<file path="src/bcc_pkg.sv">
// shared types and constants for the coulomb counter
`timescale 1ns / 1ps
package bcc_pkg;

    // field and store widths
    localparam int CHG_W  = 38;
    localparam int INC_W  = 28;
    localparam int FILT_W = 24;
    localparam int TICK_W = 13;

    // shared divider sizes
    localparam int DIV_N_W = 46;
    localparam int DIV_D_W = 40;
    localparam int DIV_Q_W = 31;
    localparam int DIV_C_W = 5;

    // iteration counts: percent quotient stays below 128, minutes below 2^31
    localparam logic [DIV_C_W-1:0] PCT_ITERS = 5'd7;
    localparam logic [DIV_C_W-1:0] MIN_ITERS = 5'd31;

    // fixed-point constants
    localparam logic [21:0] MAH_UNITS   = 22'd3600000;
    localparam logic [15:0] MS_PER_MIN  = 16'd60000;
    localparam logic [6:0]  PCT_FULL    = 7'd100;
    localparam logic [TICK_W-1:0] TICK_MAX = 13'd8191;
    localparam logic [TICK_W-1:0] DT_MAX   = 13'd5000;
    localparam logic [15:0] EFF_ONE     = 16'd32768;
    localparam logic [7:0]  ALPHA_MIN   = 8'd26;
    localparam logic [7:0]  ALPHA_MAX   = 8'd251;
    localparam logic [INC_W-1:0] INC_MAX = 28'd163840000;

    // register reset values
    localparam logic [15:0] CAPACITY_RST = 16'd2000;
    localparam logic [7:0]  ALPHA_RST    = 8'd205;
    localparam logic [9:0]  DEAD_ZONE_RST = 10'd20;
    localparam logic [15:0] DIS_EFF_RST  = 16'd32768;
    localparam logic [15:0] CHG_EFF_RST  = 16'd31785;
    localparam logic [CHG_W-1:0] REMAIN_RST = 38'd7200000000;

    typedef enum logic [1:0] {
        ACT_TICK,
        ACT_SAMPLE,
        ACT_RESET,
        ACT_SET
    } action_t;

    typedef enum logic [2:0] {
        CFG_CAPACITY,
        CFG_ALPHA,
        CFG_DEAD_ZONE,
        CFG_DIS_EFF,
        CFG_CHG_EFF,
        CFG_CHG_EN
    } cfg_index_t;

    typedef enum logic [4:0] {
        OP_NONE,
        OP_LOAD,
        OP_TICK,
        OP_RESET,
        OP_SET_A,
        OP_SET_B,
        OP_FIRST,
        OP_FILT_A,
        OP_FILT_B,
        OP_FILT_C,
        OP_INC_A,
        OP_INC_B,
        OP_APPLY,
        OP_CLAMP,
        OP_PCT_GO,
        OP_PCT_WAIT,
        OP_MIN_GO,
        OP_MIN_WAIT,
        OP_OUT
    } dp_op_t;

    typedef enum logic [4:0] {
        ST_IDLE,
        ST_DISPATCH,
        ST_TICK,
        ST_RESET,
        ST_SET_A,
        ST_SET_B,
        ST_FIRST,
        ST_FILT_A,
        ST_FILT_B,
        ST_FILT_C,
        ST_INC_A,
        ST_INC_B,
        ST_APPLY,
        ST_CLAMP,
        ST_PCT_GO,
        ST_PCT_WAIT,
        ST_MIN_GO,
        ST_MIN_WAIT,
        ST_OUT
    } state_t;

    typedef struct packed {
        dp_op_t op;
    } dp_cmd_t;

    typedef struct packed {
        action_t action;
        logic    awaiting_first;
        logic    dt_zero;
        logic    div_done;
        logic    out_free;
    } dp_status_t;

endpackage

</file>
<file path="src/bcc_ctrl.sv">
// controller: sequences the datapath for each transaction
`timescale 1ns / 1ps
module bcc_ctrl (
    input  logic                 clk,
    input  logic                 rst_n,
    input  logic                 in_valid,
    output logic                 in_ready,
    input  bcc_pkg::dp_status_t  status,
    output bcc_pkg::dp_cmd_t     cmd
);

    bcc_pkg::state_t state_reg;
    bcc_pkg::state_t state_next;

    // state register
    always_ff @(posedge clk or negedge rst_n)
    begin
        if (!rst_n)
            state_reg <= bcc_pkg::ST_IDLE;
        else
            state_reg <= state_next;
    end

    // next state
    always_comb
    begin
        state_next = state_reg;
        case (state_reg)
            bcc_pkg::ST_IDLE:
            begin
                if (in_valid)
                    state_next = bcc_pkg::ST_DISPATCH;
            end
            bcc_pkg::ST_DISPATCH:
            begin
                case (status.action)
                    bcc_pkg::ACT_TICK:  state_next = bcc_pkg::ST_TICK;
                    bcc_pkg::ACT_RESET: state_next = bcc_pkg::ST_RESET;
                    bcc_pkg::ACT_SET:   state_next = bcc_pkg::ST_SET_A;
                    default:
                    begin
                        if (status.awaiting_first)
                            state_next = bcc_pkg::ST_FIRST;
                        else if (status.dt_zero)
                            state_next = bcc_pkg::ST_PCT_GO;
                        else
                            state_next = bcc_pkg::ST_FILT_A;
                    end
                endcase
            end
            bcc_pkg::ST_SET_A:  state_next = bcc_pkg::ST_SET_B;
            bcc_pkg::ST_FILT_A: state_next = bcc_pkg::ST_FILT_B;
            bcc_pkg::ST_FILT_B: state_next = bcc_pkg::ST_FILT_C;
            bcc_pkg::ST_FILT_C: state_next = bcc_pkg::ST_INC_A;
            bcc_pkg::ST_INC_A:  state_next = bcc_pkg::ST_INC_B;
            bcc_pkg::ST_INC_B:  state_next = bcc_pkg::ST_APPLY;
            bcc_pkg::ST_APPLY:  state_next = bcc_pkg::ST_CLAMP;
            bcc_pkg::ST_TICK, bcc_pkg::ST_RESET, bcc_pkg::ST_SET_B,
            bcc_pkg::ST_FIRST, bcc_pkg::ST_CLAMP:
            begin
                state_next = bcc_pkg::ST_PCT_GO;
            end
            bcc_pkg::ST_PCT_GO: state_next = bcc_pkg::ST_PCT_WAIT;
            bcc_pkg::ST_PCT_WAIT:
            begin
                if (status.div_done)
                    state_next = bcc_pkg::ST_MIN_GO;
            end
            bcc_pkg::ST_MIN_GO: state_next = bcc_pkg::ST_MIN_WAIT;
            bcc_pkg::ST_MIN_WAIT:
            begin
                if (status.div_done)
                    state_next = bcc_pkg::ST_OUT;
            end
            bcc_pkg::ST_OUT:
            begin
                if (status.out_free)
                    state_next = bcc_pkg::ST_IDLE;
            end
            default:
            begin
                state_next = bcc_pkg::ST_IDLE;
            end
        endcase
    end

    // datapath commands
    always_comb
    begin
        in_ready = 1'b0;
        cmd.op   = bcc_pkg::OP_NONE;
        case (state_reg)
            bcc_pkg::ST_IDLE:
            begin
                in_ready = 1'b1;
                if (in_valid)
                    cmd.op = bcc_pkg::OP_LOAD;
            end
            bcc_pkg::ST_TICK:     cmd.op = bcc_pkg::OP_TICK;
            bcc_pkg::ST_RESET:    cmd.op = bcc_pkg::OP_RESET;
            bcc_pkg::ST_SET_A:    cmd.op = bcc_pkg::OP_SET_A;
            bcc_pkg::ST_SET_B:    cmd.op = bcc_pkg::OP_SET_B;
            bcc_pkg::ST_FIRST:    cmd.op = bcc_pkg::OP_FIRST;
            bcc_pkg::ST_FILT_A:   cmd.op = bcc_pkg::OP_FILT_A;
            bcc_pkg::ST_FILT_B:   cmd.op = bcc_pkg::OP_FILT_B;
            bcc_pkg::ST_FILT_C:   cmd.op = bcc_pkg::OP_FILT_C;
            bcc_pkg::ST_INC_A:    cmd.op = bcc_pkg::OP_INC_A;
            bcc_pkg::ST_INC_B:    cmd.op = bcc_pkg::OP_INC_B;
            bcc_pkg::ST_APPLY:    cmd.op = bcc_pkg::OP_APPLY;
            bcc_pkg::ST_CLAMP:    cmd.op = bcc_pkg::OP_CLAMP;
            bcc_pkg::ST_PCT_GO:   cmd.op = bcc_pkg::OP_PCT_GO;
            bcc_pkg::ST_PCT_WAIT: cmd.op = bcc_pkg::OP_PCT_WAIT;
            bcc_pkg::ST_MIN_GO:   cmd.op = bcc_pkg::OP_MIN_GO;
            bcc_pkg::ST_MIN_WAIT: cmd.op = bcc_pkg::OP_MIN_WAIT;
            bcc_pkg::ST_OUT:
            begin
                if (status.out_free)
                    cmd.op = bcc_pkg::OP_OUT;
            end
            default:
            begin
                cmd.op = bcc_pkg::OP_NONE;
            end
        endcase
    end

endmodule

</file>
<file path="config.mk">
export PLATFORM = sky130hd
export DESIGN_NAME = bcc_ctrl
export DESIGN_NICKNAME = d
export VERILOG_FILES = /design/src/bcc_pkg.sv /design/src/bcc_ctrl.sv
export SDC_FILE = /design/constraint.sdc
export NUM_CORES = 1
export LEC_CHECK = 0
export BUFFER_PORTS_ARGS = -buffer_cell sky130_fd_sc_hd__buf_2
export CAP_MARGIN = 20
export CORE_AREA = 2 2 39 41
export CTS_BUF_LIST = sky130_fd_sc_hd__clkbuf_8 sky130_fd_sc_hd__clkbuf_16
export DETAILED_ROUTE_END_ITERATION = 12
export DIE_AREA = 0 0 41 43
export REMOVE_ABC_BUFFERS = 1
export SYNTH_ARGS = -nofsm -noshare
export SYNTH_HDL_FRONTEND = slang
export SYNTH_SLANG_ARGS = --single-unit
</file>
<file path="constraint.sdc">
create_clock -name clk -period 1.67 [get_ports clk]
set_input_delay 0.2505 -clock clk [delete_from_list [all_inputs] [get_ports clk]]
set_output_delay 0.2505 -clock clk [all_outputs]
set_load 0.05 [all_outputs]
</file>
# --- Word-level counts from Yosys, hierarchy flattened ---
# Index checks and enable logic that the tools add are counted.
totals:
  word_cells: 41
  reg_bits: 5
  input_bits: 9
  output_inout_bits: 6
classes:
  n_reduce_logical: 4
  muxes: 12
  eq_ne: 24
op_table:
  columns: ["operator", "count"]
  rows:
  - ["$pmux W5 S18", 1]
  - ["$pmux W5 S15", 1]
  - ["$eq A5 B4 Y1 const B", 8]
  - ["$mux W5", 5]
  - ["$eq A5 B3 Y1 const B", 4]
  - ["$eq A5 B5 Y1 const B", 3]
  - ["$pmux W4 S3", 1]
  - ["$eq A5 B2 Y1 const B", 2]
  - ["$mux W4", 2]
  - ["$ne A2 B2 Y1 const B", 4]
  - ["$eq A5 B1 Y1 const B", 1]
  - ["$logic_not A5 Y1", 1]
  - ["$reduce_or A5 Y1", 1]
  - ["$eq A2 B2 Y1 const B", 2]
  - ["$reduce_and A4 Y1", 1]
  - ["$logic_not A2 Y1", 1]
  - ["$mux W1", 2]

# --- Depth between registers and ports, before layout ---
# Gate-level depths: netlist of run 1.
depth:
  ltp_word: 4
  ltp_mapped: 6
  mapped_depth_nobuf: 4

# --- Worst setup path before layout of run 1 ---
# No wires, ideal clock.
synth_path:
  path_type: "register to output"
  from: "reg state_reg[0]"
  to: "out cmd[1] (netlist name)"
  n_path_buf: 1
  arrival_time_ps: 2149
  path_stages_with_launch: 5
  required_time_ps: 1419
  path_slack_ps: -730
  cell_sequence: "dfrtp_1 -> clkbuf_1 -> nand2b_1 -> or3_1 -> a21boi_0"
synth_lines:
  columns: ["element", "line_no", "rtl"]
  rows:
  - ["from (decl)", "bcc_ctrl.sv:12", "bcc_pkg::state_t state_reg;"]
  - ["from (signal assigned)", "bcc_ctrl.sv:19", "state_reg <= bcc_pkg::ST_IDLE;"]
  - ["from (signal assigned)", "bcc_ctrl.sv:21", "state_reg <= state_next;"]
  - ["to (decl)", "bcc_ctrl.sv:9", "output bcc_pkg::dp_cmd_t cmd"]

==> results of run 1 <==
## report_power, final
| part | switching (mW) | internal, mW | total, mW |
|---|---|---|---|
| sequential | 0.0349 | 0.175 | 0.210 |
| combinational | 0.596 | 0.473 | 1.07 |
| clock | 0.0597 | 0.158 | 0.217 |
| total | 0.690 | 0.806 | 1.50 |
## per-layer routing
layer | part of all wire | global-route usage | vias up
met5 | 0 | 0 | -
met4 | 0.0069 | 0.120 | 0
met3 | 0.057 | 0.0157 | 2
met2 | 0.50 | 0.263 | 17
met1 | 0.43 | 0.231 | 258
li1 | - | - | 288
## cell usage after synthesis (2+ instances only)
cell | instances | share of area
dfrtp_1 | 5 | 0.25
or3_1 | 2 | 0.025
nand3_1 | 2 | 0.020
nor4b_1 | 2 | 0.036
a211oi_1 | 3 | 0.046
clkbuf_1 | 4 | 0.030
o21ai_0 | 4 | 0.041
a21boi_0 | 2 | 0.030
nor2_1 | 5 | 0.038
nor2b_1 | 3 | 0.038
nor3b_1 | 2 | 0.030
a21oi_1 | 5 | 0.051
nand2_1 | 3 | 0.023
buf_2 | 2 | 0.020
inv_1 | 2 | 0.015
o211ai_1 | 2 | 0.030
o31ai_1 | 2 | 0.030
## per-stage QoR
step,power (mW),instance area (µm²),utilization,std cells
2_1_floorplan,0.805,457,-,54
3_3_place_gp,1.15,637,0.460,96
3_5_place_dp,1.15,637,0.460,96
4_1_cts,1.50,772,0.558,105
5_1_grt,1.60,779,0.563,106
6_report,1.50,779,0.563,106
## area by class of cell
cell class                 instances  area [µm²]  area share
timing repair buffer              32         233       0.299
sequential                         5         125       0.161
multi-input combinational         47         349       0.448
tap                               16        20.0      0.0257
inverter                           2        7.51     0.00963
clock inverter                     1        3.75     0.00482
clock buffer                       3        41.3      0.0530
## what timing repair did
action	in CTS	in global routing
hold endpoints to repair	5	0
setup endpoints to repair	5	5
hold buffers	1	0
gates resized for setup	15	0
buffers inserted	4	1
pin swaps	8	2
## logic make-up after synthesis
family / Yosys count / share of synthesized area
buffers and inverters: 9 / 0.0888
AND/OR/NAND/NOR: 23 / 0.284
flip-flops: 5 / 0.254
multiplexers: 1 / 0.0304
AO/OA/AOI/OAI: 23 / 0.343
## how the worst max path moves through the flow
stage                 start     end  slack, ns  depth (start not counted)
2_1_floorplan  state_reg[0]  cmd[1]      -0.76                          3
3_3_place_gp   state_reg[2]  cmd[0]      -0.03                          5
3_5_place_dp   state_reg[2]  cmd[0]      -0.05                          5
4_1_cts        state_reg[1]  cmd[0]      -0.18                          5
5_1_grt        state_reg[1]  cmd[0]      -0.27                          5
6_report       state_reg[3]  cmd[0]      -0.16                          5
==> reports/summary.log, run 1 <==
[yosys] register area share after synthesis 0.254
[worst_hold_path] HP Class input port to flop
[route] post-DR wirelength/cell 12.4 µm
[critical_path] internal reg-to-reg setup slack -0.07 ns
[outcome] outcome finished with violations
[critical_path] path type of the worst setup path flop to primary output
[route] Routed Wire Length 1310 µm
[critical_path] Critical Path Source Type flop
[global_route] total track usage 0.177
[yosys] Unique masters post-synth 28
[critical_path] cell count of the worst reg-to-reg path 6
[critical_path] origin of the critical flop-to-flop path state_reg[3]
[route] Antenna Violating Nets Remaining 0
[global_route] initial antenna violation count 0
[timing] transition time at the pin with the least slew margin 0.315 ns
[floorplan] die height 43 µm
[floorplan] area of the die 0.00176 mm²
[route] Via Count 565
[outcome] violations in the final reports setup timing
[floorplan] boundary pin count 15
[timing] worst clock skew 0.000125 ns
[global_route] pin count of the biggest net entering global routing 13
[critical_path] endpoint of the lowest-slack register-to-register path state_reg[1]
[critical_path] worst endpoint required time 1.42 ns
[floorplan] number of standard-cell rows in the floorplan 14
[layout] highest-count cells in the layout ignoring fill and taps buf_4, buf_2, nor2_1, a21oi_1, dfrtp_1
[run] number of max-capacitance violations reported 0
[timing] final critical-path required period 1.83 ns
[clock_tree] maximum level of the CTS H-tree 1
[floorplan] core region area 0.00138 mm²
[worst_hold_path] sink of the worst hold path state_reg[3]
[critical_path] highest-delay cell along the critical path dfrtp_1
[timing] Slew Limit Headroom 0.789
[yosys] number of synthesized flops with an enable pin 0
[timing] final setup fails 5
[yosys] post-synthesis async set-or-reset flop share 1.00
[pwr] Power Density 1920 mW/mm²
[timing] Final Hold Viols 0
[worst_hold_path] Min-Delay Startpoint status[3]
[route] detailed-route DRC error count 0
[timing] unrepaired setup endpoints after global routing yes
[global_route] vias in the first global route 503
[floorplan] effective utilization at floorplan 0.356
[yosys] syn_area_per_cell 8.08 µm²
[critical_path] arrival time reported for the critical path endpoint 1.58 ns
[worst_hold_path] worst hold stages 2
[place] Buffers on Ports 14
[timing] share of the clock period used by the worst path after layout 1.10
[global_route] global-route wire length before repair 2100 µm
[layout] count of antenna diodes in the layout 0
[place] global placement routability congestion 0.816
[yosys] Cell Area, Synth 493 µm²
[timing] setup_tns -0.528 ns
[clock_tree] sinks on the clock net 5
[floorplan] die width 41 µm
[timing] Max Clk Rate 546 MHz
[critical_path] largest fanout of any net on the critical path 3
[yosys] Synthesis Warnings 0
[layout] number of filler instances in the final layout 133
[place] Detailed Place HPWL 917 µm
[timing] number of pins exceeding their max-slew limit in the final report 0
[layout] max FFs per register 5
[place] worst slack at placement -0.0475 ns
[yosys] number of standard cells after synthesis 61
[layout] share of layout cells above drive strength 1 0.456
[global_route] global route total overflow 0
[pwr] worst supply voltage drop on vdd 0.943 mV
[route] Initial DRC Count 13
[clock_tree] insertion delay to the later sink of the worst-skew pair 0.22 ns
[layout] area overhead of the layout relative to synthesis 58.1%
[yosys] prevailing post-synth register cell dfrtp_1
[pwr] reported leakage power 0.348 nW
[clock_tree] clock buffers created by TritonCTS 3
[critical_path] CP max stage delay 0.39 ns
[critical_path] cells along the critical path or3_4 -> nor3b_2 -> a21oi_1 -> o22ai_1 -> buf_4
[yosys] Seq cells post-synth 5
[clock_tree] TritonCTS clock tree built
[critical_path] Setup crit end kind primary output
[critical_path] number of buffers and inverters on the critical path 1
[clock_tree] CTS root buf clkbuf_8
[timing] final critical-path setup slack -0.160 ns
[layout] Nets 100
[clock_tree] CTS clock-pin slew for the worst setup and hold paths 0.03 ns
[layout] commonest non-fill, non-tap cell in the layout buf_4
[route] via/cell ratio 5.33
[clock_tree] CTS Buffer Depth 2
[critical_path] Top delay family on crit path simple AND/OR/NAND/NOR gates
[timing] final-layout worst hold slack 0.222 ns
[route] iteration count of the initial detailed-routing pass 4
Power figures use the tool's default switching activity.
==> run 2: changes to the inputs <==
==> constraint.sdc (replaced) <==
create_clock -name clk -period 1.9 [get_ports clk]
set_input_delay 0.285 -clock clk [delete_from_list [all_inputs] [get_ports clk]]
set_output_delay 0.285 -clock clk [all_outputs]
set_load 0.05 [all_outputs]
==> reports/summary.log, run 2 (synthesis gave the netlist of run 1 again) <==
[outcome] outcome finished with violations
[outcome] violations in the final reports setup timing
[route] Antenna Violating Nets Remaining 0
[critical_path] Critical Path Source Type flop
[timing] transition time at the pin with the least slew margin 0.360 ns
[critical_path] origin of the critical flop-to-flop path state_reg[2]
[pwr] internal power summed over all cells 0.605 mW
[global_route] pin count of the biggest net entering global routing 19
[route] Initial DRC Count 6
[pwr] switching component of the power 0.586 mW
[timing] unrepaired setup endpoints after global routing yes
[critical_path] highest-delay cell along the critical path or4_4
[pwr] reported leakage power 0.294 nW
[pwr] worst supply voltage drop on vdd 0.850 mV
[clock_tree] maximum level of the CTS H-tree 1
[layout] area overhead of the layout relative to synthesis 42.1%
[timing] final-layout worst hold slack 0.271 ns
[layout] max FFs per register 5
[route] detailed-route DRC error count 0
[place] global placement routability congestion 0.775
[clock_tree] TritonCTS clock tree built
[pwr] net switching share of the total power 0.492
[clock_tree] CTS root buf clkbuf_8
[run] number of max-capacitance violations reported 0
[place] Detailed Place HPWL 968 µm
[floorplan] area of the die 0.00176 mm²
[timing] number of pins exceeding their max-slew limit in the final report 0
[critical_path] internal reg-to-reg setup slack 0.10 ns
[clock_tree] clock buffers created by TritonCTS 3
[floorplan] die height 43 µm
[clock_tree] CTS Buffer Depth 2
[critical_path] largest fanout of any net on the critical path 8
[clock_tree] sinks on the clock net 5
[floorplan] core region area 0.00138 mm²
[timing] final setup fails 1
[layout] commonest non-fill, non-tap cell in the layout buf_4
[pwr] Power Density 1700 mW/mm²
[critical_path] arrival time reported for the critical path endpoint 1.62 ns
[critical_path] worst endpoint required time 1.62 ns
[worst_hold_path] HP Class input port to flop
[timing] Final Hold Viols 0
[clock_tree] insertion delay to the later sink of the worst-skew pair 0.22 ns
[critical_path] path type of the worst setup path flop to primary output
[global_route] global-route wire length before repair 1900 µm
[critical_path] crit path capture in_ready
[place] worst slack at placement 0.126 ns
[layout] share of layout cells above drive strength 1 0.402
[layout] number of filler instances in the final layout 140
[pwr] portion of total power attributed to sequential cells 0.165
[timing] final critical-path required period 1.91 ns
[critical_path] CP max stage delay 0.57 ns
[route] iteration count of the initial detailed-routing pass 4
[critical_path] Setup crit end kind primary output
[timing] final critical-path setup slack -0.00857 ns
[floorplan] number of standard-cell rows in the floorplan 14
[layout] Nets 92
[route] Via Count 559
[critical_path] cells along the critical path buf_4 -> or4_4 -> nor2_2 -> buf_6
[global_route] initial antenna violation count 0
[place] Placement Cell Area 614 µm²
[layout] count of antenna diodes in the layout 0
[route] Routed Wire Length 1290 µm
[pwr] Logic pwr share 0.672
[floorplan] effective utilization at floorplan 0.356
[timing] Slew Limit Headroom 0.759
[layout] highest-count cells in the layout ignoring fill and taps buf_4, buf_2, a21oi_1, dfrtp_1
[timing] share of the clock period used by the worst path after layout 1.00
[critical_path] endpoint of the lowest-slack register-to-register path state_reg[1]
[global_route] total track usage 0.154
[layout] Non-Filler Cell Area, Final 701 µm²
[floorplan] die width 41 µm
[floorplan] boundary pin count 15
[route] post-DR wirelength/cell 13.1 µm
[critical_path] CP startpoint state_reg[2]
[timing] worst clock skew 0.000557 ns
[clock_tree] CTS clock-pin slew for the worst setup and hold paths 0.04 ns
[critical_path] cell count of the worst reg-to-reg path 4
[route] via/cell ratio 5.70
[timing] setup_tns -0.00857 ns
[timing] Max Clk Rate 524 MHz
[global_route] global route total overflow 0
[place] Buffers on Ports 14
[global_route] vias in the first global route 477
[pwr] relative contribution of the clock network to total power 0.163
[run 2: power by group through the flow]
stage | Sequential [mW] | Combinational [mW] | Clock, mW
finish | 0.197 | 0.800 | 0.194
global route | 0.203 | 0.854 | 0.200
CTS | 0.196 | 0.781 | 0.196
detailed placement | 0.195 | 0.760 | 0
global placement | 0.195 | 0.754 | 0
floorplan | 0.270 | 0.437 | 0
[run 2: how the worst min path moves through the flow]
stage                   start            to  slack (ns)  depth (start not counted)
floorplan               rst_n  state_reg[0]       -0.01                          0
finish              status[3]  state_reg[3]        0.27                          2
CTS                 status[3]  state_reg[3]        0.27                          2
global placement        rst_n  state_reg[4]        0.10                          1
global route        status[3]  state_reg[3]        0.29                          2
detailed placement      rst_n  state_reg[4]        0.11                          1
[run 2: worst max-delay path, delay by kind of cell, from the launching register on]
family / cells / cell delay (ns)
simple gates: 2 / 0.69
flops: 1 / 0.38
buf+inv: 2 / 0.33
[run 2: area by class of cell]
cell class	count	area, µm²	share of cell area
multi-input combinational	47	342	0.488
clock inverter	1	3.75	0.00536
sequential	5	125	0.179
inverter	2	7.51	0.0107
tap	16	20.0	0.0286
timing repair buffer	24	161	0.230
clock buffer	3	41.3	0.0589
[run 2: timing repair]
| item | CTS | global route |
|---|---|---|
| hold buffers | 1 | 0 |
| cloned | 0 | 0 |
| pin swaps | 1 | 0 |
| buffers inserted | 0 | 0 |
| resized for setup | 7 | 3 |
| endpoints found under the hold margin | 5 | 0 |
| endpoints found under the setup margin | 3 | 4 |
[run 2: stage by stage]
stage | instances | util | power, mW
3_3_place_gp | 93 | 0.444 | 0.949
2_1_floorplan | 54 | - | 0.707
5_1_grt | 98 | 0.506 | 1.26
4_1_cts | 98 | 0.501 | 1.17
3_5_place_dp | 93 | 0.444 | 0.955
6_report | 98 | 0.506 | 1.19
[run 2: layer usage]
| layer | vias up | GRT usage | wire (µm) |
|---|---|---|---|
| li1 | 274 | - | - |
| met1 | 259 | 0.205 | 603 |
| met2 | 24 | 0.250 | 589 |
| met3 | 2 | 0.0157 | 77 |
| met4 | 0 | 0.0467 | 15 |
| met5 | - | 0 | 0 |
